**src/rtl/asgr_pkg.sv**
```systemverilog
package asgr_pkg;

   localparam int MAX_COLS   = 256;
   localparam int MAX_ROWS   = 128;
   localparam int MAX_PARAMS = 16;

   // largest values the cursor registers can compare against
   localparam int COL_CAP = (MAX_COLS > 511) ? 511 : MAX_COLS;
   localparam int ROW_CAP = (MAX_ROWS > 255) ? 255 : MAX_ROWS;

   localparam int COL_W = 9;
   localparam int ROW_W = 8;
   localparam int NUM_W = 16;
   localparam int RGB_W = 24;

   localparam logic [COL_W-1:0] COL_LIMIT  = 9'd511;
   localparam logic [NUM_W-1:0] NUM_LIMIT  = 16'hFFFF;
   localparam logic [RGB_W-1:0] FG_DEFAULT = 24'hC8C8DC;
   localparam logic [RGB_W-1:0] BG_DEFAULT = 24'h101020;

   localparam logic [8:0] COLS_RESET = 9'd100;
   localparam logic [7:0] ROWS_RESET = 8'd37;

   localparam logic [7:0] CH_TAB      = 8'h09;
   localparam logic [7:0] CH_LF       = 8'h0A;
   localparam logic [7:0] CH_CR       = 8'h0D;
   localparam logic [7:0] CH_ESC      = 8'h1B;
   localparam logic [7:0] CH_ZERO     = 8'h30;
   localparam logic [7:0] CH_NINE     = 8'h39;
   localparam logic [7:0] CH_CUP      = 8'h48;
   localparam logic [7:0] CH_LBRACKET = 8'h5B;
   localparam logic [7:0] CH_SGR      = 8'h6D;

   localparam logic [NUM_W-1:0] SGR_RESET      = 16'd0;
   localparam logic [NUM_W-1:0] SGR_TRUECOLOUR = 16'd2;
   localparam logic [NUM_W-1:0] SGR_FG_EXT     = 16'd38;
   localparam logic [NUM_W-1:0] SGR_BG_EXT     = 16'd48;

   localparam logic [0:0] CSR_COLS = 1'b0;
   localparam logic [0:0] CSR_ROWS = 1'b1;

   typedef enum logic [1:0] {
      PH_TEXT,
      PH_ESC,
      PH_CSI
   } phase_type;

   typedef enum logic [2:0] {
      WK_IDLE,
      WK_FETCH,
      WK_CODE,
      WK_SEL,
      WK_RED,
      WK_GRN,
      WK_BLU
   } walk_state_type;

   typedef struct packed {
      logic             fg_wr;
      logic             bg_wr;
      logic             dflt;
      logic [RGB_W-1:0] rgb;
   } colour_upd_type;

endpackage

```
**src/rtl/asgr_param_store.sv**
```systemverilog
module asgr_param_store #(
   parameter int DEPTH = asgr_pkg::MAX_PARAMS,
   parameter int AW    = $clog2(DEPTH)
) (
   input  logic                        clock,
   input  logic                        wr_en,
   input  logic [AW-1:0]               wr_addr,
   input  logic [asgr_pkg::NUM_W-1:0]  wr_data,
   input  logic [AW-1:0]               rd_addr,
   output logic [asgr_pkg::NUM_W-1:0]  rd_data
);

   logic [asgr_pkg::NUM_W-1:0] mem [DEPTH];
   logic [asgr_pkg::NUM_W-1:0] rd_data_ff;

   always_ff @(posedge clock) begin
      if (wr_en) begin
         mem[wr_addr] <= wr_data;
      end
   end

   always_ff @(posedge clock) begin
      rd_data_ff <= mem[rd_addr];
   end

   assign rd_data = rd_data_ff;

endmodule

```
**src/rtl/asgr_sgr_walker.sv**
```systemverilog
module asgr_sgr_walker #(
   parameter int MAX_PARAMS = asgr_pkg::MAX_PARAMS,
   parameter int CW         = $clog2(MAX_PARAMS + 1),
   parameter int AW         = $clog2(MAX_PARAMS)
) (
   input  logic                           clock,
   input  logic                           reset,
   input  logic                           start,
   input  logic [CW-1:0]                  count,
   input  logic [asgr_pkg::NUM_W-1:0]     rd_data,
   output logic [AW-1:0]                  rd_addr,
   output logic                           busy,
   output asgr_pkg::colour_upd_type       upd
);

   asgr_pkg::walk_state_type state_ff, state_in;

   logic [CW-1:0]              p_ff, p_in;
   logic [asgr_pkg::NUM_W-1:0] code_ff, code_in;
   logic                       full_ff, full_in;
   logic [7:0]                 red_ff, red_in;
   logic [7:0]                 grn_ff, grn_in;

   logic [2:0]  offset;
   logic [CW:0] sum;
   logic        is_ext;
   logic        take;
   logic        more;

   // shared index adder: every store address and every step of p
   assign sum    = {1'b0, p_ff} + {{(CW - 2){1'b0}}, offset};
   assign rd_addr = sum[AW-1:0];

   assign is_ext = (code_ff == asgr_pkg::SGR_FG_EXT) || (code_ff == asgr_pkg::SGR_BG_EXT);
   assign take   = is_ext && full_ff && (rd_data == asgr_pkg::SGR_TRUECOLOUR);
   assign more   = p_ff < count;
   assign busy   = state_ff != asgr_pkg::WK_IDLE;

   always_comb begin
      case (state_ff)
         asgr_pkg::WK_CODE: offset = 3'd1;
         asgr_pkg::WK_SEL:  offset = take ? 3'd2 : 3'd1;
         asgr_pkg::WK_RED:  offset = 3'd3;
         asgr_pkg::WK_GRN:  offset = 3'd4;
         asgr_pkg::WK_BLU:  offset = 3'd5;
         default:           offset = 3'd0;
      endcase
   end

   // next state
   always_comb begin
      case (state_ff)
         asgr_pkg::WK_IDLE:  state_in = start ? asgr_pkg::WK_FETCH : asgr_pkg::WK_IDLE;
         asgr_pkg::WK_FETCH: state_in = more ? asgr_pkg::WK_CODE : asgr_pkg::WK_IDLE;
         asgr_pkg::WK_CODE:  state_in = asgr_pkg::WK_SEL;
         asgr_pkg::WK_SEL:   state_in = take ? asgr_pkg::WK_RED : asgr_pkg::WK_FETCH;
         asgr_pkg::WK_RED:   state_in = asgr_pkg::WK_GRN;
         asgr_pkg::WK_GRN:   state_in = asgr_pkg::WK_BLU;
         asgr_pkg::WK_BLU:   state_in = asgr_pkg::WK_FETCH;
         default:            state_in = asgr_pkg::WK_IDLE;
      endcase
   end

   // datapath and outputs
   always_comb begin
      p_in    = p_ff;
      code_in = code_ff;
      full_in = full_ff;
      red_in  = red_ff;
      grn_in  = grn_ff;
      upd     = '0;
      case (state_ff)
         asgr_pkg::WK_IDLE: begin
            if (start) begin
               p_in = '0;
            end
         end
         asgr_pkg::WK_CODE: begin
            code_in = rd_data;
            full_in = ({1'b0, p_ff} + (CW + 1)'(4)) < {1'b0, count};
         end
         asgr_pkg::WK_SEL: begin
            if (!take) begin
               p_in     = sum[CW-1:0];
               upd.dflt = code_ff == asgr_pkg::SGR_RESET;
            end
         end
         asgr_pkg::WK_RED: begin
            red_in = rd_data[7:0];
         end
         asgr_pkg::WK_GRN: begin
            grn_in = rd_data[7:0];
         end
         asgr_pkg::WK_BLU: begin
            p_in      = sum[CW-1:0];
            upd.fg_wr = code_ff == asgr_pkg::SGR_FG_EXT;
            upd.bg_wr = code_ff != asgr_pkg::SGR_FG_EXT;
            upd.rgb   = {red_ff, grn_ff, rd_data[7:0]};
         end
         default: begin
            p_in = p_ff;
         end
      endcase
   end

   always_ff @(posedge clock) begin
      if (reset) begin
         state_ff <= asgr_pkg::WK_IDLE;
         p_ff     <= '0;
      end else begin
         state_ff <= state_in;
         p_ff     <= p_in;
      end
   end

   always_ff @(posedge clock) begin
      code_ff <= code_in;
      full_ff <= full_in;
      red_ff  <= red_in;
      grn_ff  <= grn_in;
   end

endmodule

```
**src/rtl/ansi_sgr_cell_parser.sv**
```systemverilog
// Terminal text parser: takes one byte per transaction and returns one cell write
// (column, row, glyph and both colours) for each byte other than ESC, LF, CR, TAB
// that lands inside the active columns; those control bytes and escape sequences
// update the cursor and colours silently. req_tready is low only while a cell
// write waits and during the walk, after the 'm' that ends an SGR sequence, over
// the stored parameters through the single read port of the parameter store:
// fetch, code and select steps per plain parameter, plus red, green and blue
// steps per 38;2;r;g;b or 48;2;r;g;b group, and a final fetch. Once the cursor
// row reaches the row count every byte is dropped until a transaction with
// frame_start set. The column and row registers may be written at any idle
// time; values above the build limits are clipped to them (rows to 8 bits first).
module ansi_sgr_cell_parser #(
   parameter int MAX_PARAMS = asgr_pkg::MAX_PARAMS
) (
   input  logic        clock,
   input  logic        reset,
   input  logic        req_tvalid,
   output logic        req_tready,
   input  logic [7:0]  req_tdata,   // data_byte
   input  logic        req_tuser,   // frame_start
   output logic        rsp_tvalid,
   input  logic        rsp_tready,
   output logic [71:0] rsp_tdata,   // cell_column, cell_row, glyph, fg_red, fg_green,
                                    // fg_blue, bg_red, bg_green, bg_blue, zero pad
   input  logic        csr_we,
   input  logic [0:0]  csr_index,
   input  logic [8:0]  csr_wdata
);

   localparam int CW = $clog2(MAX_PARAMS + 1);
   localparam int AW = $clog2(MAX_PARAMS);

   logic [8:0]                   active_cols_ff;
   logic [7:0]                   active_rows_ff;
   logic [asgr_pkg::COL_W-1:0]   col_ff, col_in, col_b;
   logic [asgr_pkg::ROW_W-1:0]   row_ff, row_in, row_b;
   logic [asgr_pkg::RGB_W-1:0]   fg_ff, fg_in, fg_b;
   logic [asgr_pkg::RGB_W-1:0]   bg_ff, bg_in, bg_b;
   asgr_pkg::phase_type          phase_ff, phase_in, phase_b;
   logic [asgr_pkg::NUM_W-1:0]   accum_ff, accum_in, accum_b;
   logic                         in_num_ff, in_num_in, in_num_b;
   logic [CW-1:0]                count_ff, count_in, count_b;
   logic                         halted_ff, halted_in, halted_b;
   logic                         rsp_valid_ff, rsp_valid_in;
   logic [71:0]                  rsp_data_ff;

   logic                         accept;
   logic                         fs;
   logic [7:0]                   b;
   logic [8:0]                   cols_used;
   logic [7:0]                   rows_used;
   logic [asgr_pkg::ROW_W-1:0]   row_inc;
   logic [9:0]                   tab_sum;
   logic [asgr_pkg::COL_W-1:0]   col_adv;
   logic [19:0]                  prod;
   logic                         emit;
   logic                         wr_en;
   logic                         start;
   logic [AW-1:0]                rd_addr;
   logic [asgr_pkg::NUM_W-1:0]   rd_data;
   logic                         busy;
   asgr_pkg::colour_upd_type     upd;

   asgr_param_store #(
      .DEPTH (MAX_PARAMS),
      .AW    (AW)
   ) u_store (
      .clock   (clock),
      .wr_en   (wr_en),
      .wr_addr (count_b[AW-1:0]),
      .wr_data (accum_b),
      .rd_addr (rd_addr),
      .rd_data (rd_data)
   );

   asgr_sgr_walker #(
      .MAX_PARAMS (MAX_PARAMS),
      .CW         (CW),
      .AW         (AW)
   ) u_walker (
      .clock   (clock),
      .reset   (reset),
      .start   (start),
      .count   (count_ff),
      .rd_data (rd_data),
      .rd_addr (rd_addr),
      .busy    (busy),
      .upd     (upd)
   );

   assign req_tready = !busy && (!rsp_valid_ff || rsp_tready);
   assign accept     = req_tvalid && req_tready;
   assign fs         = req_tuser;
   assign b          = req_tdata;
   assign rsp_tvalid = rsp_valid_ff;
   assign rsp_tdata  = rsp_data_ff;

   assign cols_used = ({23'd0, active_cols_ff} > asgr_pkg::COL_CAP) ?
                      9'(asgr_pkg::COL_CAP) : active_cols_ff;
   assign rows_used = ({24'd0, active_rows_ff} > asgr_pkg::ROW_CAP) ?
                      8'(asgr_pkg::ROW_CAP) : active_rows_ff;

   // state as seen after an optional frame clear
   assign col_b    = fs ? '0 : col_ff;
   assign row_b    = fs ? '0 : row_ff;
   assign fg_b     = fs ? asgr_pkg::FG_DEFAULT : fg_ff;
   assign bg_b     = fs ? asgr_pkg::BG_DEFAULT : bg_ff;
   assign phase_b  = fs ? asgr_pkg::PH_TEXT : phase_ff;
   assign accum_b  = fs ? '0 : accum_ff;
   assign in_num_b = fs ? 1'b0 : in_num_ff;
   assign count_b  = fs ? '0 : count_ff;
   assign halted_b = fs ? 1'b0 : halted_ff;

   assign row_inc = row_b + 8'd1;
   assign tab_sum = {1'b0, col_b} + 10'd8;
   assign col_adv = (col_b < asgr_pkg::COL_LIMIT) ? col_b + 9'd1 : col_b;
   assign prod    = {1'b0, accum_b, 3'b000} + {3'b000, accum_b, 1'b0}
                    + {12'd0, b - asgr_pkg::CH_ZERO};

   always_comb begin
      col_in    = col_ff;
      row_in    = row_ff;
      fg_in     = upd.fg_wr ? upd.rgb : (upd.dflt ? asgr_pkg::FG_DEFAULT : fg_ff);
      bg_in     = upd.bg_wr ? upd.rgb : (upd.dflt ? asgr_pkg::BG_DEFAULT : bg_ff);
      phase_in  = phase_ff;
      accum_in  = accum_ff;
      in_num_in = in_num_ff;
      count_in  = count_ff;
      halted_in = halted_ff;
      emit      = 1'b0;
      wr_en     = 1'b0;
      start     = 1'b0;
      if (accept) begin
         col_in    = col_b;
         row_in    = row_b;
         fg_in     = fg_b;
         bg_in     = bg_b;
         phase_in  = phase_b;
         accum_in  = accum_b;
         in_num_in = in_num_b;
         count_in  = count_b;
         halted_in = halted_b;
         if (halted_b || (row_b >= rows_used)) begin
            halted_in = 1'b1;
         end else begin
            case (phase_b)
               asgr_pkg::PH_ESC: begin
                  if (b == asgr_pkg::CH_LBRACKET) begin
                     phase_in  = asgr_pkg::PH_CSI;
                     count_in  = '0;
                     accum_in  = '0;
                     in_num_in = 1'b0;
                  end else begin
                     phase_in = asgr_pkg::PH_TEXT;
                  end
               end
               asgr_pkg::PH_CSI: begin
                  if ((b >= asgr_pkg::CH_ZERO) && (b <= asgr_pkg::CH_NINE)) begin
                     accum_in  = (prod > {4'd0, asgr_pkg::NUM_LIMIT}) ?
                                 asgr_pkg::NUM_LIMIT : prod[15:0];
                     in_num_in = 1'b1;
                  end else begin
                     if (in_num_b) begin
                        if (count_b < CW'(MAX_PARAMS)) begin
                           wr_en    = 1'b1;
                           count_in = count_b + CW'(1);
                        end
                        in_num_in = 1'b0;
                        accum_in  = '0;
                     end
                     if (b == asgr_pkg::CH_SGR) begin
                        phase_in = asgr_pkg::PH_TEXT;
                        start    = 1'b1;
                     end else if (b == asgr_pkg::CH_CUP) begin
                        phase_in = asgr_pkg::PH_TEXT;
                     end
                  end
               end
               default: begin
                  if (b == asgr_pkg::CH_ESC) begin
                     phase_in = asgr_pkg::PH_ESC;
                  end else if (b == asgr_pkg::CH_LF) begin
                     col_in    = '0;
                     row_in    = row_inc;
                     halted_in = row_inc >= rows_used;
                  end else if (b == asgr_pkg::CH_CR) begin
                     col_in = '0;
                  end else if (b == asgr_pkg::CH_TAB) begin
                     col_in = tab_sum[9] ? asgr_pkg::COL_LIMIT : {tab_sum[8:3], 3'b000};
                  end else begin
                     emit = col_b < cols_used;
                     if (col_adv >= cols_used) begin
                        col_in    = '0;
                        row_in    = row_inc;
                        halted_in = row_inc >= rows_used;
                     end else begin
                        col_in = col_adv;
                     end
                  end
               end
            endcase
         end
      end
   end

   always_comb begin
      if (accept && emit) begin
         rsp_valid_in = 1'b1;
      end else if (rsp_tready) begin
         rsp_valid_in = 1'b0;
      end else begin
         rsp_valid_in = rsp_valid_ff;
      end
   end

   always_ff @(posedge clock) begin
      if (reset) begin
         active_cols_ff <= asgr_pkg::COLS_RESET;
         active_rows_ff <= asgr_pkg::ROWS_RESET;
      end else if (csr_we) begin
         case (csr_index)
            asgr_pkg::CSR_COLS: active_cols_ff <= csr_wdata;
            asgr_pkg::CSR_ROWS: active_rows_ff <= csr_wdata[7:0];
            default:            active_cols_ff <= active_cols_ff;
         endcase
      end
   end

   always_ff @(posedge clock) begin
      if (reset) begin
         col_ff       <= '0;
         row_ff       <= '0;
         fg_ff        <= asgr_pkg::FG_DEFAULT;
         bg_ff        <= asgr_pkg::BG_DEFAULT;
         phase_ff     <= asgr_pkg::PH_TEXT;
         accum_ff     <= '0;
         in_num_ff    <= 1'b0;
         count_ff     <= '0;
         halted_ff    <= 1'b0;
         rsp_valid_ff <= 1'b0;
      end else begin
         col_ff       <= col_in;
         row_ff       <= row_in;
         fg_ff        <= fg_in;
         bg_ff        <= bg_in;
         phase_ff     <= phase_in;
         accum_ff     <= accum_in;
         in_num_ff    <= in_num_in;
         count_ff     <= count_in;
         halted_ff    <= halted_in;
         rsp_valid_ff <= rsp_valid_in;
      end
   end

   always_ff @(posedge clock) begin
      if (accept && emit) begin
         rsp_data_ff <= {1'b0,
                         bg_b[7:0], bg_b[15:8], bg_b[23:16],
                         fg_b[7:0], fg_b[15:8], fg_b[23:16],
                         b, row_b[6:0], col_b[7:0]};
      end
   end

endmodule

```
**config.mk**
```make
export PLATFORM = sky130hd
export DESIGN_NAME = ansi_sgr_cell_parser
export DESIGN_NICKNAME = d
export VERILOG_FILES = /design/src/rtl/asgr_pkg.sv /design/src/rtl/asgr_param_store.sv /design/src/rtl/asgr_sgr_walker.sv /design/src/rtl/ansi_sgr_cell_parser.sv
export SDC_FILE = /design/constraint.sdc
export NUM_CORES = 1
export LEC_CHECK = 0
export BUFFER_PORTS_ARGS = -buffer_cell sky130_fd_sc_hd__buf_2
export CAP_MARGIN = 0
export CELL_PAD_IN_SITES_DETAIL_PLACEMENT = 1
export CELL_PAD_IN_SITES_GLOBAL_PLACEMENT = 2
export CORE_MARGIN = 3
export CORE_UTILIZATION = 44
export CTS_BUF_LIST = sky130_fd_sc_hd__clkbuf_4 sky130_fd_sc_hd__clkbuf_8 sky130_fd_sc_hd__clkbuf_16
export CTS_CLUSTER_SIZE = 20
export DETAILED_ROUTE_END_ITERATION = 16
export MAX_ROUTING_LAYER = met4
export PLACE_DENSITY = 0.76
export SLEW_MARGIN = 20
export SYNTH_ARGS = -nofsm -noshare
export SYNTH_HDL_FRONTEND = slang
export SYNTH_SLANG_ARGS = --single-unit
```
**constraint.sdc**
```tcl
create_clock -name clock -period 7.3 [get_ports clock]
set_input_delay 0.73 -clock clock [delete_from_list [all_inputs] [get_ports clock]]
set_output_delay 0.73 -clock clock [all_outputs]
set_load 0.02 [all_outputs]
```
==> qor.yml <==
cts:
  h-tree-depth: 2
  cts_resized: 0
  hold_buffers: 0
  numCtsBuffers: 51
  postCtsSetupBuffers: 0
  clk_pin_slew_ns: 0.06
  clockBufferDepth: 3
  root_buffer: "clkbuf_16"
  clk_latency_ns: 0.62
  cts_tree: "yes"
  cts_num_sinks: 492
floorplan:
  start_util_pct: 44.8
  core_area_um2: 48000
  die_w_um: 227
  die_area_um2: 51600
  ios: 98
  num_rows: 80
  die_h_um: 227
critical_path:
  critPathLaunchType: "primary input"
  timing.rr.end: "u_store.rd_data[8]"
  path_class: "primary input to register"
  cp_slowest_stage_delay_ns: 0.66
  cp_common_cell: "buf_4"
  crit_chain: "buf_4 > buf_4 > nor2b_1 > inv_1 > ha_1 > nand2b_4 > a2111oi_4 > o21bai_2 > a211oi_2 > and3_1 > o21ai_0 > inv_2 > buf_4"
  crit_end: "rsp_tdata[43]"
  rr_startpoint: "u_walker.code_ff[10]"
  worstSetupStartpoint: "req_tuser"
  worstPathRequired_ns: 7.53
  ff2ff_setup_slack_ns: 2.68
  end_kind: "register"
  r2r_cells: 13
  crit_arrival_ns: 4.89
  slowest_stage: "buf_4"
  crit_fanout: 76
routing:
  wl_um: 55900
  via_per_inst: 5.66
  drt-initial-drc-count: 877
  wire_per_inst_um: 23.3
  postRouteAntennaNets: 0
  vias: 13600
  first_pass_iters: 5
  drc: 0
pwr:
  pwr_density_cell_nw_per_um2: 240
  total_power_mw: 5.89
  leakage_nw: 9.33
  vdd_drop_max_mv: 0.221
synthesis:
  synth_top_area_share_pct: 50.2
  synth_seq_area_share_pct: 62.5
  synth_edf_count: 360
  synth.avg_cell_area_um2: 13.3
  synth_seq_cells: 492
  ys.flop_type: "edfxtp_1"
  synthTopCellsByArea: "edfxtp_1 50%, dfxtp_1 12%, mux4_2 6.7%"
  synth.most_common_cell: "edfxtp_1"
  synth.distinct_cells: 77
  ys_warn_count: 0
  netlist_area_um2: 21500
  synth.net_count: 1738
  netlist_instances: 1623
  synthTopCellsByCount: "360 x edfxtp_1, 149 x nand2_1, 132 x dfxtp_1, 107 x nor2_1"
  async_flop_share_pct: 0
  synth_top_area_cell: "edfxtp_1"
layout:
  multi_input_area_um2: 7610
  regArea_um2: 13500
  finalInstanceArea_um2: 24500
  drive_above_1_share_pct: 19.0
  finalNetCount: 1854
  final_util_pct: 51.1
  stdcell_count: 2396
  insertedDiodeCount: 0
  area_growth_pct: 13.9
  fill_cells: 4805
place:
  place_inst: 2301
  gp_congestion: 0.847
  dp_hpwl_um: 36100
  place.port_buffers: 96
  dpl_cell_area_um2: 22800
hold_path:
  whs_path_depth: 3
  hp-class: "primary input to register"
sta:
  tns_ns: 0
  hold_viol: 0
  fin_crit_ns: 4.66
  setup_viol: 0
  rsz0062_at_grt: "no"
  skew_ns: 0.0326
  worst_pin_slew_ns: 1.05
  fmax_mhz: 215
  slew_headroom_pct: 30.3
  min_period_over_period_pct: 63.8
  finalMaxSlewViolations: 0
global_route:
  grt_pass1_wl_um: 84900
  grt_pass1_vias: 14000
  grt_max_degree: 77
  grt_usage_pct: 22.4
  antenna_found_initial: 1
  grt_overflow: 0
run:
  drv_cap: 0
outcome:
  status: "completed"
==> worst min path at each step <==
stage,startpoint,endpoint,slack [ns]
2_1_floorplan,accum_ff[3],accum_ff[3],0.41
3_3_place_gp,u_store.rd_data[10],u_walker.code_ff[10],0.42
3_5_place_dp,u_store.rd_data[10],u_walker.code_ff[10],0.42
4_1_cts,csr_wdata[6],active_cols_ff[6],0.36
5_1_grt,csr_wdata[5],active_cols_ff[5],0.36
6_report,csr_wdata[5],active_cols_ff[5],0.38
==> metrics by stage <==
stage | hold slack (ns) | setup slack [ns]
5_1_grt | 0.365 | 2.20
6_report | 0.377 | 2.64
3_3_place_gp | 0.415 | 2.17
3_5_place_dp | 0.418 | 2.00
4_1_cts | 0.357 | 2.61
2_1_floorplan | 0.408 | 1.91
==> area by class of cell <==
| cell class | instances | area share (%) |
|---|---|---|
| clock inverter | 30 | 1.23 |
| inverter | 52 | 0.795 |
| multi-input combinational | 1003 | 31.0 |
| sequential | 492 | 54.8 |
| timing repair buffer | 139 | 3.28 |
| clock buffer | 65 | 5.73 |
| tap | 615 | 3.14 |
==> where the power goes <==
part           internal, mW  switching (mW)
Clock                  1.52            1.11
Sequential             3.01          0.0130
Combinational        0.0696           0.173
==> kinds of logic after synthesis <==
group	Yosys count	share of synthesized area [%]
flops	492	62.5
simple gates	485	11.2
compound gates	314	9.57
buf+inv	128	2.49
fa+ha+maj	91	5.53
mux	80	7.44
xor+xnor	32	1.30
other cells	1	0.0174
==> flip-flops by register name, summed over array words and instances (netlist names) <==
name	cells
accum_ff	16
active_cols_ff	9
active_rows_ff	8
bg_ff	24
col_ff	9
count_ff	5
fg_ff	24
halted_ff	1
in_num_ff	1
phase_ff	2
row_ff	8
rsp_tdata	71
rsp_tvalid	1
u_store.mem	256
u_store.rd_data	16
u_walker.code_ff	16
u_walker.full_ff	1
u_walker.grn_ff	8
u_walker.p_ff	5
u_walker.red_ff	8
u_walker.state_ff	3
==> cells in the final DEF (no fill, tap or decap), types with 23 or more instances in the layout <==
cell type,Yosys,layout
edfxtp_1,360,360
nand2_1,149,149
dfxtp_1,132,132
nor2_1,107,107
buf_2,7,95
nor2b_1,84,83
ha_1,84,83
a21oi_1,82,82
mux4_2,64,64
o21ai_0,52,52
clkbuf_16,0,51
inv_1,50,49
buf_4,3,44
nand2b_1,30,30
a22oi_1,28,28
nand3_1,23,23
==> routing by layer <==
layer  vias up  track usage (%)  wire [um]
met1      6923             28.8      24400
met4         0             6.21       1270
met2       249             38.1      28200
met5         -                -          0
met3        79             2.58       1950
li1       6302                -          -
==> worst max-delay path: cells and delay by family <==
| kind | cells | cell delay (ns) |
|---|---|---|
| buffers and inverters | 5 | 1.87 |
| AOI/OAI and AO/OA | 4 | 1.26 |
| and+or+nand+nor | 3 | 0.62 |
| adders and majority gates | 1 | 0.25 |
Power figures use the tool's default switching activity.
